--- src/rtl/lmm_pkg.sv ---
// Shared types, constants and helpers for the localization mode machine.
// Used by lmm_in_stage, lmm_core and localization_mode_machine_top.
package lmm_pkg;

	// Storage widths for pose handles and the two counters
	localparam int HANDLE_BITS = 16;
	localparam int COUNT_BITS  = 8;

	// Port widths fixed by the interface
	localparam int EVENT_W  = 4;
	localparam int PORT_H_W = 16;
	localparam int CFG_W    = 8;
	localparam int STATE_W  = 3;
	localparam int CNT_O_W  = 8;
	localparam int CFG_IDX_W = 1;

	// Compare width wide enough for both counters and config values
	localparam int CMP_BITS = (COUNT_BITS > CFG_W) ? COUNT_BITS : CFG_W;

	typedef logic [HANDLE_BITS-1:0] handle_t;
	typedef logic [COUNT_BITS-1:0]  count_t;
	typedef logic [CMP_BITS-1:0]    cmp_t;
	typedef logic [CFG_W-1:0]       cfg_val_t;

	localparam count_t CNT_MAX = {COUNT_BITS{1'b1}};

	// Configuration register indexes
	typedef enum logic [CFG_IDX_W-1:0] {
		CFG_CONFIRMATIONS = 1'b0,
		CFG_REJECT_LIMIT  = 1'b1
	} cfg_idx_t;

	// Mode machine states
	typedef enum logic [STATE_W-1:0] {
		ST_UNINIT = 3'd0,
		ST_INIT   = 3'd1,
		ST_RELOC  = 3'd2,
		ST_TRACK  = 3'd3,
		ST_LOST   = 3'd4
	} lmm_state_t;

	// Event codes
	typedef enum logic [EVENT_W-1:0] {
		EV_BEGIN_INIT  = 4'd0,
		EV_BEGIN_RELOC = 4'd1,
		EV_SET_CAND    = 4'd2,
		EV_FAIL        = 4'd3,
		EV_REJECT_CAND = 4'd4,
		EV_OBSERVE     = 4'd5,
		EV_APPLY_TRACK = 4'd6,
		EV_RECORD_REJ  = 4'd7,
		EV_ENTER_LOST  = 4'd8
	} lmm_event_t;

	// One request as held in the input register
	typedef struct packed {
		logic [EVENT_W-1:0]  mode;
		logic [PORT_H_W-1:0] pose_handle;
		logic                pose_finite;
		logic                within_limits;
	} lmm_item_t;

	// One result as held in the result register
	typedef struct packed {
		logic                op_ok;
		logic [STATE_W-1:0]  loc_state;
		logic                has_valid;
		logic [CNT_O_W-1:0]  confirm_count;
		logic                accepted;
		logic                confirmed;
		logic [PORT_H_W-1:0] correction_id;
		logic [PORT_H_W-1:0] pending_id;
	} lmm_result_t;

	// Handshake between the input register and the core
	typedef struct packed {
		logic      valid;
		lmm_item_t item;
	} lmm_req_t;

	// Confirmation target: zero counts as one, clamp to counter range
	function automatic count_t target_count(input cfg_val_t need);
		cmp_t t;
		t = cmp_t'(need);
		if (t == '0)
			t = cmp_t'(1);
		if (t > cmp_t'(CNT_MAX))
			t = cmp_t'(CNT_MAX);
		return count_t'(t);
	endfunction

	// Saturating increment
	function automatic count_t sat_inc(input count_t c);
		return (c == CNT_MAX) ? c : count_t'(c + count_t'(1));
	endfunction

endpackage

--- src/rtl/lmm_in_stage.sv ---
// Input register of the localization mode machine: holds one request.
// Depends on lmm_pkg for the request types.
module lmm_in_stage (
	input  logic               clk,
	input  logic               arst_n,
	input  logic               in_valid,
	output logic               in_stall,
	input  lmm_pkg::lmm_item_t in_item,
	input  logic               adv,
	output lmm_pkg::lmm_req_t  req
);

	logic               valid_s1;
	lmm_pkg::lmm_item_t item_s1;
	logic               take;

	// Stall only when the held request cannot move on this cycle
	assign in_stall = valid_s1 && !adv;
	assign take     = in_valid && !in_stall;

	always_ff @(posedge clk or negedge arst_n) begin
		if (!arst_n) begin
			valid_s1 <= 1'b0;
		end else if (take) begin
			valid_s1 <= 1'b1;
		end else if (adv) begin
			valid_s1 <= 1'b0;
		end
	end

	// Payload, no reset needed
	always_ff @(posedge clk) begin
		if (take) begin
			item_s1 <= in_item;
		end
	end

	assign req.valid = valid_s1;
	assign req.item  = item_s1;

endmodule

--- src/rtl/lmm_core.sv ---
// Mode state, counters, handle registers and result register.
// Depends on lmm_pkg for states, events, helpers and request/result types.
module lmm_core (
	input  logic                 clk,
	input  logic                 arst_n,
	input  logic                 cfg_wr,
	input  lmm_pkg::cfg_idx_t    cfg_sel,
	input  lmm_pkg::cfg_val_t    cfg_val,
	input  lmm_pkg::lmm_req_t    req,
	output logic                 adv,
	input  logic                 out_stall,
	output logic                 out_valid,
	output lmm_pkg::lmm_result_t result
);

	// Configuration registers
	lmm_pkg::cfg_val_t   need_q;
	lmm_pkg::cfg_val_t   limit_q;

	// Machine state
	lmm_pkg::lmm_state_t state_q, state_d;
	logic                valid_q, valid_d;
	lmm_pkg::count_t     conf_q, conf_d;
	lmm_pkg::count_t     rej_q, rej_d;
	lmm_pkg::handle_t    prior_q, prior_d;
	lmm_pkg::handle_t    pend_q, pend_d;
	lmm_pkg::handle_t    corr_q, corr_d;

	// Result register
	logic                 valid_s2;
	lmm_pkg::lmm_result_t res_s2;

	// Event decode helpers
	lmm_pkg::lmm_event_t evt;
	lmm_pkg::handle_t    h;
	lmm_pkg::count_t     target;
	lmm_pkg::count_t     conf_inc;
	lmm_pkg::count_t     rej_inc;
	logic                searching;
	logic                ok, acc, conf;

	assign adv = req.valid && (!valid_s2 || !out_stall);

	assign evt       = lmm_pkg::lmm_event_t'(req.item.mode);
	assign h         = lmm_pkg::handle_t'(req.item.pose_handle);
	assign target    = lmm_pkg::target_count(need_q);
	assign conf_inc  = lmm_pkg::sat_inc(conf_q);
	assign rej_inc   = lmm_pkg::sat_inc(rej_q);
	assign searching = (state_q == lmm_pkg::ST_INIT) || (state_q == lmm_pkg::ST_RELOC);

	// Configuration writes
	always_ff @(posedge clk or negedge arst_n) begin
		if (!arst_n) begin
			need_q  <= lmm_pkg::cfg_val_t'(1);
			limit_q <= '0;
		end else if (cfg_wr) begin
			case (cfg_sel)
				lmm_pkg::CFG_CONFIRMATIONS: need_q  <= cfg_val;
				lmm_pkg::CFG_REJECT_LIMIT:  limit_q <= cfg_val;
				default: ;
			endcase
		end
	end

	// Next state and per-event flags
	always_comb begin
		state_d = state_q;
		valid_d = valid_q;
		conf_d  = conf_q;
		rej_d   = rej_q;
		prior_d = prior_q;
		pend_d  = pend_q;
		corr_d  = corr_q;
		ok      = 1'b0;
		acc     = 1'b0;
		conf    = 1'b0;
		case (evt)
			lmm_pkg::EV_BEGIN_INIT, lmm_pkg::EV_BEGIN_RELOC: begin
				if (evt == lmm_pkg::EV_BEGIN_INIT) begin
					state_d = lmm_pkg::ST_INIT;
					valid_d = 1'b0;
				end else begin
					state_d = lmm_pkg::ST_RELOC;
				end
				prior_d = h;
				pend_d  = h;
				conf_d  = '0;
				rej_d   = '0;
			end
			lmm_pkg::EV_SET_CAND: begin
				if (searching && req.item.pose_finite) begin
					prior_d = h;
					pend_d  = h;
					conf_d  = '0;
					ok      = 1'b1;
				end
			end
			lmm_pkg::EV_FAIL: begin
				if (state_q == lmm_pkg::ST_INIT) begin
					state_d = lmm_pkg::ST_UNINIT;
					valid_d = 1'b0;
				end else if (state_q == lmm_pkg::ST_RELOC) begin
					state_d = lmm_pkg::ST_LOST;
				end
				conf_d = '0;
				rej_d  = '0;
			end
			lmm_pkg::EV_REJECT_CAND: begin
				if (searching) begin
					pend_d = prior_q;
					conf_d = '0;
				end
			end
			lmm_pkg::EV_OBSERVE: begin
				if (searching) begin
					if (!(req.item.pose_finite && req.item.within_limits)) begin
						pend_d = prior_q;
						conf_d = '0;
					end else begin
						acc    = 1'b1;
						conf_d = conf_inc;
						// Enough confirmations: commit candidate and track
						if (conf_inc >= target) begin
							pend_d  = h;
							corr_d  = h;
							valid_d = 1'b1;
							state_d = lmm_pkg::ST_TRACK;
							conf_d  = target;
							rej_d   = '0;
							conf    = 1'b1;
						end
					end
				end
			end
			lmm_pkg::EV_APPLY_TRACK: begin
				if (state_q == lmm_pkg::ST_TRACK && req.item.pose_finite) begin
					corr_d  = h;
					valid_d = 1'b1;
					rej_d   = '0;
					ok      = 1'b1;
				end
			end
			lmm_pkg::EV_RECORD_REJ: begin
				if (state_q == lmm_pkg::ST_TRACK) begin
					rej_d = rej_inc;
					// A zero limit never trips
					if (limit_q != '0 &&
					    lmm_pkg::cmp_t'(rej_inc) >= lmm_pkg::cmp_t'(limit_q)) begin
						state_d = lmm_pkg::ST_LOST;
						conf_d  = '0;
						rej_d   = '0;
						ok      = 1'b1;
					end
				end
			end
			lmm_pkg::EV_ENTER_LOST: begin
				state_d = lmm_pkg::ST_LOST;
				conf_d  = '0;
				rej_d   = '0;
			end
			default: ;
		endcase
	end

	// State registers, updated as each request moves to the result register
	always_ff @(posedge clk or negedge arst_n) begin
		if (!arst_n) begin
			state_q <= lmm_pkg::ST_UNINIT;
			valid_q <= 1'b0;
			conf_q  <= '0;
			rej_q   <= '0;
			prior_q <= '0;
			pend_q  <= '0;
			corr_q  <= '0;
		end else if (adv) begin
			state_q <= state_d;
			valid_q <= valid_d;
			conf_q  <= conf_d;
			rej_q   <= rej_d;
			prior_q <= prior_d;
			pend_q  <= pend_d;
			corr_q  <= corr_d;
		end
	end

	// Result valid
	always_ff @(posedge clk or negedge arst_n) begin
		if (!arst_n) begin
			valid_s2 <= 1'b0;
		end else if (adv) begin
			valid_s2 <= 1'b1;
		end else if (!out_stall) begin
			valid_s2 <= 1'b0;
		end
	end

	// Result payload
	always_ff @(posedge clk) begin
		if (adv) begin
			res_s2.op_ok         <= ok;
			res_s2.loc_state     <= state_d;
			res_s2.has_valid     <= valid_d;
			res_s2.confirm_count <= lmm_pkg::CNT_O_W'(conf_d);
			res_s2.accepted      <= acc;
			res_s2.confirmed     <= conf;
			res_s2.correction_id <= lmm_pkg::PORT_H_W'(corr_d);
			res_s2.pending_id    <= lmm_pkg::PORT_H_W'(pend_d);
		end
	end

	assign out_valid = valid_s2;
	assign result    = res_s2;

endmodule

--- src/rtl/localization_mode_machine_top.sv ---
// Top level of the localization mode machine.
// Depends on lmm_pkg, lmm_in_stage and lmm_core.

// Localization mode machine: one event request in, one result out. Takes a
// new request every cycle while in_stall is low; each result passes from
// the input register through the state update into the result register,
// and the loop through the mode state and counters sets that rate.
// A stalled result holds while the input register keeps taking one more
// request. Configuration writes are taken at any time, but must be issued
// only while no request is in flight.
module localization_mode_machine_top (
	input  logic        clk,
	input  logic        arst_n,
	// configuration
	input  logic        cfg_valid,
	output logic        cfg_ready,
	input  logic [0:0]  cfg_index,
	input  logic [7:0]  cfg_data,
	// event requests
	input  logic        in_valid,
	output logic        in_stall,
	input  logic [3:0]  mode,
	input  logic [15:0] pose_handle,
	input  logic        pose_finite,
	input  logic        within_limits,
	// results
	output logic        out_valid,
	input  logic        out_stall,
	output logic        op_ok,
	output logic [2:0]  loc_state,
	output logic        has_valid,
	output logic [7:0]  confirm_count,
	output logic        accepted,
	output logic        confirmed,
	output logic [15:0] correction_id,
	output logic [15:0] pending_id
);

	lmm_pkg::lmm_item_t   in_item;
	lmm_pkg::lmm_req_t    req;
	lmm_pkg::lmm_result_t result;
	logic                 adv;

	assign cfg_ready = 1'b1;

	assign in_item.mode          = mode;
	assign in_item.pose_handle   = pose_handle;
	assign in_item.pose_finite   = pose_finite;
	assign in_item.within_limits = within_limits;

	lmm_in_stage u_in (
		.clk      (clk),
		.arst_n   (arst_n),
		.in_valid (in_valid),
		.in_stall (in_stall),
		.in_item  (in_item),
		.adv      (adv),
		.req      (req)
	);

	lmm_core u_core (
		.clk       (clk),
		.arst_n    (arst_n),
		.cfg_wr    (cfg_valid && cfg_ready),
		.cfg_sel   (lmm_pkg::cfg_idx_t'(cfg_index)),
		.cfg_val   (cfg_data),
		.req       (req),
		.adv       (adv),
		.out_stall (out_stall),
		.out_valid (out_valid),
		.result    (result)
	);

	// Unpack the result register
	assign op_ok         = result.op_ok;
	assign loc_state     = result.loc_state;
	assign has_valid     = result.has_valid;
	assign confirm_count = result.confirm_count;
	assign accepted      = result.accepted;
	assign confirmed     = result.confirmed;
	assign correction_id = result.correction_id;
	assign pending_id    = result.pending_id;

`ifndef SYNTHESIS
	// Input stalls only when both registers are full and the output is held
	a_stall_cause: assert property (@(posedge clk) disable iff (!arst_n)
		in_stall |-> (out_valid && out_stall))
		else $error("input stalled without a held result");

	// A confirming observation lands in tracking with a valid correction
	a_confirm_track: assert property (@(posedge clk) disable iff (!arst_n)
		(out_valid && confirmed) |->
			(accepted && has_valid && loc_state == lmm_pkg::ST_TRACK))
		else $error("confirmation without tracking state");

	// An accepted observation always leaves a nonzero count
	a_accept_count: assert property (@(posedge clk) disable iff (!arst_n)
		(out_valid && accepted) |-> (confirm_count != 8'd0))
		else $error("accepted observation with zero count");
`endif

endmodule

--- config.mk ---
export PLATFORM = sky130hd
export DESIGN_NAME = localization_mode_machine_top
export DESIGN_NICKNAME = d
export VERILOG_FILES = /design/src/rtl/lmm_pkg.sv /design/src/rtl/lmm_in_stage.sv /design/src/rtl/lmm_core.sv /design/src/rtl/localization_mode_machine_top.sv
export SDC_FILE = /design/constraint.sdc
export NUM_CORES = 1
export LEC_CHECK = 0
export ABC_CLOCK_PERIOD_IN_PS = 4240
export BUFFER_PORTS_ARGS = -buffer_cell sky130_fd_sc_hd__buf_2
export CAP_MARGIN = 20
export CORE_UTILIZATION = 30
export DETAILED_ROUTE_END_ITERATION = 16
export GPL_ROUTABILITY_DRIVEN = 0
export SLEW_MARGIN = 20
export SYNTH_ARGS = -nofsm -noshare
export SYNTH_HDL_FRONTEND = slang
export SYNTH_HIERARCHICAL = 1
export SYNTH_SLANG_ARGS = --single-unit
--- constraint.sdc ---
create_clock -name clk -period 4.24 [get_ports clk]
set_input_delay 0.424 -clock clk [delete_from_list [all_inputs] [get_ports clk]]
set_output_delay 0.424 -clock clk [all_outputs]
set_load 0.02 [all_outputs]
## After elaboration in Yosys (flattened, before gate mapping)

Index checks and enable logic that the tools add are counted.

- Input port bits: 36
- Logic and storage cells: 135
- Output and inout port bits: 50
- Register bits after elaboration: 155

- Muxes and demuxes: 59
- $lt $le $gt $ge: 3
- $add $sub $neg: 2
- Bitwise operators: 1
- Reductions and logical operators: 27
- Equality and inequality tests: 20

Operators by type and width:

| operator | number |
|---|---|
| two-way mux 16 bit | 10 |
| two-way mux 8 bit | 17 |
| case mux 16 bit (2 select lines) | 2 |
| case mux 16 bit (4 select lines) | 1 |
| case mux 8 bit (5 select lines) | 1 |
| case mux 8 bit (4 select lines) | 1 |
| two-way mux 3 bit | 7 |
| adder 8 x 1 -> 8 bit (second input constant) | 2 |
| == test 4 x 3 -> 1 bit (second input constant) | 4 |
| == test 8 bit (second input constant) | 2 |
| >= comparator 8 bit | 2 |
| two-way mux 1 bit | 16 |
| case mux 3 bit (5 select lines) | 1 |
| != test 2 x 1 -> 1 bit (second input constant) | 7 |
| == test 4 x 2 -> 1 bit (second input constant) | 2 |
| greater-than comparator 8 bit (second input constant) | 1 |
| zero test 8 bit | 1 |
| nonzero test 8 bit | 1 |
| logical AND 1 bit | 7 |
| AND reduction 7 bit | 1 |
| == test 3 x 2 -> 1 bit (second input constant) | 2 |
| AND reduction 2 bit | 3 |
| AND reduction 3 bit | 2 |
| == test 4 x 1 -> 1 bit (second input constant) | 1 |
| 13 further kinds | 18 |

## Longest topological paths before layout

- Depth in word-level cells: 9
- Mapped depth: 14
- Gate-level depth less buffers: 12

## Modules after synthesis

The synthesis kept the hierarchy.

Modules (own cells, without submodules):

| module | sequential area each (µm²) | cells an instance | times used | area each (µm²) |
|---|---|---|---|---|
| lmm_core | 3539.6 | 643 | 1 | 6831.6 |
| lmm_in_stage | 685.7 | 28 | 1 | 725.7 |
| localization_mode_machine_top | 0.0 | 2 | 1 | 11.3 |

## Worst setup path before layout

OpenSTA, ideal clock, no wires.

- Path type: register -> register
- Start: register u_core.valid_s2, in the netlist u_core/out_valid
- End: register u_in.item_s1, in the netlist u_in/req[0], enable pin
- Path buffers: 3
- Slack: 0.373 ns
- Data arrival time: 3.544 ns
- Cell stages (with the launch flop): 9
- Period minus slack after synthesis: 3.867 ns
- Path through: dfrtp_1 nand2_1 nand2_1 inv_1 clkbuf_1 clkbuf_1 clkbuf_1 nand2b_4 and2_4

- Cells in the longest elaborated chain, start to end: 7

RTL lines:

| element | line | RTL |
|---|---|---|
| from (decl) | lmm_core.sv:30 | `logic valid_s2;` |
| from (signal assigned) | lmm_core.sv:189 | `valid_s2 <= 1'b0;` |
| from (signal assigned) | lmm_core.sv:191 | `valid_s2 <= 1'b1;` |
| from (signal assigned) | lmm_core.sv:193 | `valid_s2 <= 1'b0;` |
| zero test 1 bit | lmm_core.sv:42 | `assign adv = req.valid && (!valid_s2 \|\| !out_stall);` |
| logical OR 1 bit | lmm_core.sv:42 |  |
| logical AND 1 bit | lmm_core.sv:42 |  |
| named net adv | localization_mode_machine_top.sv:42 | `logic adv;` |
| zero test 1 bit | lmm_in_stage.sv:18 | `assign in_stall = valid_s1 && !adv;` |
| logical AND 1 bit | lmm_in_stage.sv:18 |  |
| zero test 1 bit | lmm_in_stage.sv:19 | `assign take = in_valid && !in_stall;` |
| logical AND 1 bit | lmm_in_stage.sv:19 |  |
| named net u_in.take | lmm_in_stage.sv:15 | `logic take;` |
| to (signal assigned) | lmm_in_stage.sv:34 | `item_s1 <= in_item;` |
| to (decl) | lmm_in_stage.sv:14 | `lmm_pkg::lmm_item_t item_s1;` |

The timed path passes the listed nets, and every way through them passes these cells.
A chain may end at the register's enable or synchronous reset.

## Worst setup path after layout

- Start: register u_core.conf_q[0]
- End: register u_core.rej_q[6]

- Cells in the longest elaborated chain, start to end: 5

RTL lines:

| element | line | RTL |
|---|---|---|
| from (decl) | lmm_core.sv:23 | `lmm_pkg::count_t conf_q, conf_d;` |
| from (signal assigned) | lmm_core.sv:178 | `conf_q <= conf_d;` |
| adder 8 x 1 -> 8 bit or == test 8 bit (tied branches) | lmm_pkg.sv:94 | `return (c == CNT_MAX) ? c : count_t'(c + count_t'(1));` |
| two-way mux 8 bit (*) | lmm_pkg.sv:94 |  |
| >= comparator 8 bit (*) | lmm_core.sv:123 | `if (conf_inc >= target) begin` |
| != test 2 x 1 -> 1 bit (no line) (*) | n/a |  |
| AND reduction 7 bit (no line) (*) | n/a |  |
| to (signal assigned) | lmm_core.sv:179 | `rej_q <= rej_d;` |
| to (decl) | lmm_core.sv:24 | `lmm_pkg::count_t rej_q, rej_d;` |

Every way passes the cells marked *; elsewhere a longest branch is shown, timed or not.

==> results.cfg <==
[drt]
drc = 0
wl_per_cell_um = 16.1
drt-total-wl_mm = 17.5
drt_iter0_markers = 426
viasPerCell = 5.02
top_layer_used = met5
ant_nets = 0
drt-met1-wl_mm = 8.61
wl_met2_mm = 7.85
via_count = 5432
met3_length_um = 778
first_pass_iters = 6

[synthesis]
yosys_warnings = 6
synth_area_per_cell_um2 = 11.2
seq_area_frac_synth_pct = 55.8
synthMuxAreaShare_pct = 5.24
synth-xor-area-share_pct = 0.694
synthSimpleGateAreaFrac_pct = 11.7
synthFlopType = dfrtp_1
synth_compound_area_share_pct = 19.5
synth_nets = 727
synth_cells = 673
synth_top_family_by_area = compound AO/OA/AOI/OAI gates
synth_async_sr_flop_share_pct = 55.5
synth-seq-cells = 155
synthAdderAreaFrac_pct = 2.98
ys_types = 67
netlist_area_mm2 = 0.00757
synth_edf_count = 69

[worst_setup_path]
required_ps = 4570
cp_slowest_cell = o31ai_1
worstSetupPathType = reg -> reg
slowest_delay_ps = 700
cp.arrival_ps = 4190
cp-end-kind = flop
path_cells = ha_1, and3_1, and3_1, mux2_2, ha_1, nand2_1, o21ai_1, a41oi_4, o31ai_1, nand2_1, o41ai_2
start_kind = flop
crit_fanout = 10
r2r_cells = 11

[clock_tree]
clkLatencyLatePin_ps = 430
holdBufCountCts = 0
post_cts_buffers = 0
cts_tree = done
cts_resized = 0
htreeDepth = 4
clk_root_buffer_cell = clkbuf_16
clk_pin_slew_ps = 60
cts_sinks = 155
cts_buffer_depth = 2
cts_buffers = 17

[hold_path]
min_path_type = in -> async

[timing]
period_minus_slack_ps = 3860
setup_violations = 0
report.final.slew_viol_count = 0
min_period_over_period_pct = 91.1
finalHoldViolations = 0
fin_tns_setup_ps = 0
rsz0062_at_grt = false
fin_worst_skew_ps = 10.3
worst_slew_pin_slew_ps = 1030
relSlewSlack_pct = 30.6
fin_ws_ps = 379
max_freq_mhz = 259

[global_routing]
grtUsageTotal_pct = 13.9
grt_pass1_wl_mm = 28.0
grt-ovfl-total = 0
grt_pass1_vias = 5121
antenna_found_initial = 1
grt_max_degree = 68

[die]
dieHeight_um = 161
design.die.area_mm2 = 0.0259
core_mm2 = 0.0245
start_util_pct = 30.8
die_x_um = 161
ios = 86
num_rows = 57

[cells_and_area]
finalNetCount = 800
num-fill-cells = 2453
syn2layout_area_growth_pct = 17.6
final_common_cell = dfrtp_1
layout_common_cells = dfrtp_1, buf_2, o21ai_0
diodes = 0
final_area_mm2 = 0.00890
drive_gt1_share_pct = 22.3
multi_input_area_mm2 = 0.00304
regArea_mm2 = 0.00423

[pwr]
vdd_drop_max_mv = 0.221
power_density_mw_per_mm2 = 457
leakagePower_nw = 3.96

[run_status]
status = complete, no violations

[placed_design]
io_buffer_count = 84
hpwl_mm = 12.2
place_area_mm2 = 0.00829
place_ws_ps = 514

[flow_run]
drv_cap = 0
where the power goes:
group	leakage, nW	switching, mW	internal (mW)
clock network	0.294	0.644	0.940
logic	1.87	0.338	0.226
registers	1.80	0.134	1.79
total	3.96	1.12	2.95
layout make-up:
type	count	area share, %
flip-flops and latches	155	47.5
inverters	31	1.31
repair buffers	92	5.57
well taps	324	4.56
multi-input cells	449	34.2
clock buffers	18	4.82
clock inverters	14	2.05
worst max-delay path, delay by kind of cell, from the launching register on:
kind / cells / cell delay, ps
compound gates: 4 / 1470
simple gates: 4 / 860
fa+ha+maj: 2 / 520
flops: 1 / 510
mux: 1 / 380
routing by layer:
metal	track usage, %	up-vias
li1	-	2643
met1	20.0	2621
met2	20.8	144
met3	2.76	22
met4	4.12	2
met5	0	-
kinds of logic after synthesis:
kind of cell,count (synthesis)
mux,36
simple gates,174
flops,155
compound gates,214
xor+xnor,6
other cells,1
buf+inv,69
fa+ha+maj,18
worst paths after layout:
kind | from | endpoint | slack (ps)
hold / removal | arst_n | u_core/out_valid | 110
setup reg to reg | u_core/conf_q[0] | u_core/rej_q[6] | 380
hold reg to reg | u_core/out_valid | u_core/out_valid | 500
max in group asynchronous | arst_n | u_core/state_q[2] | 3270
setup / recovery | u_core/conf_q[0] | u_core/rej_q[6] | 380
min in group clk | pose_handle[5] | u_in/req[7] | 170
through the flow:
step	total power [mW]	instances	util, %	hold WS (ps)
global placement	2.50	1051	33.8	487
detailed placement	2.52	1051	33.8	489
global route	4.25	1083	36.3	150
CTS	4.11	1083	36.3	148
finish	4.07	1083	36.3	114
floorplan	2.31	673	-	128
synth_stat cells (all sizes together) (18+ instances only):
library cell  count  area share, %
a21o             23            2.3
inv              31            1.5
ha               18            3.0
nor2             31            1.5
o21ai            86            5.8
nand2            64            3.2
edfxtp           69             27
clkbuf           22            1.1
dfrtp            85             28
mux2             29            4.3
a22o             20            2.3
sequential cells by signal, summed over array words and instances (netlist names):
register          count
u_core/conf_q         8
u_core/corr_q        16
u_core/limit_q        8
u_core/need_q         8
u_core/out_valid      1
u_core/pend_q        16
u_core/prior_q       16
u_core/rej_q          8
u_core/result        47
u_core/state_q        3
u_core/valid_q        1
u_in/req             22
u_in/valid_s1         1
Note: power is estimated with default switching activity, not from simulation.
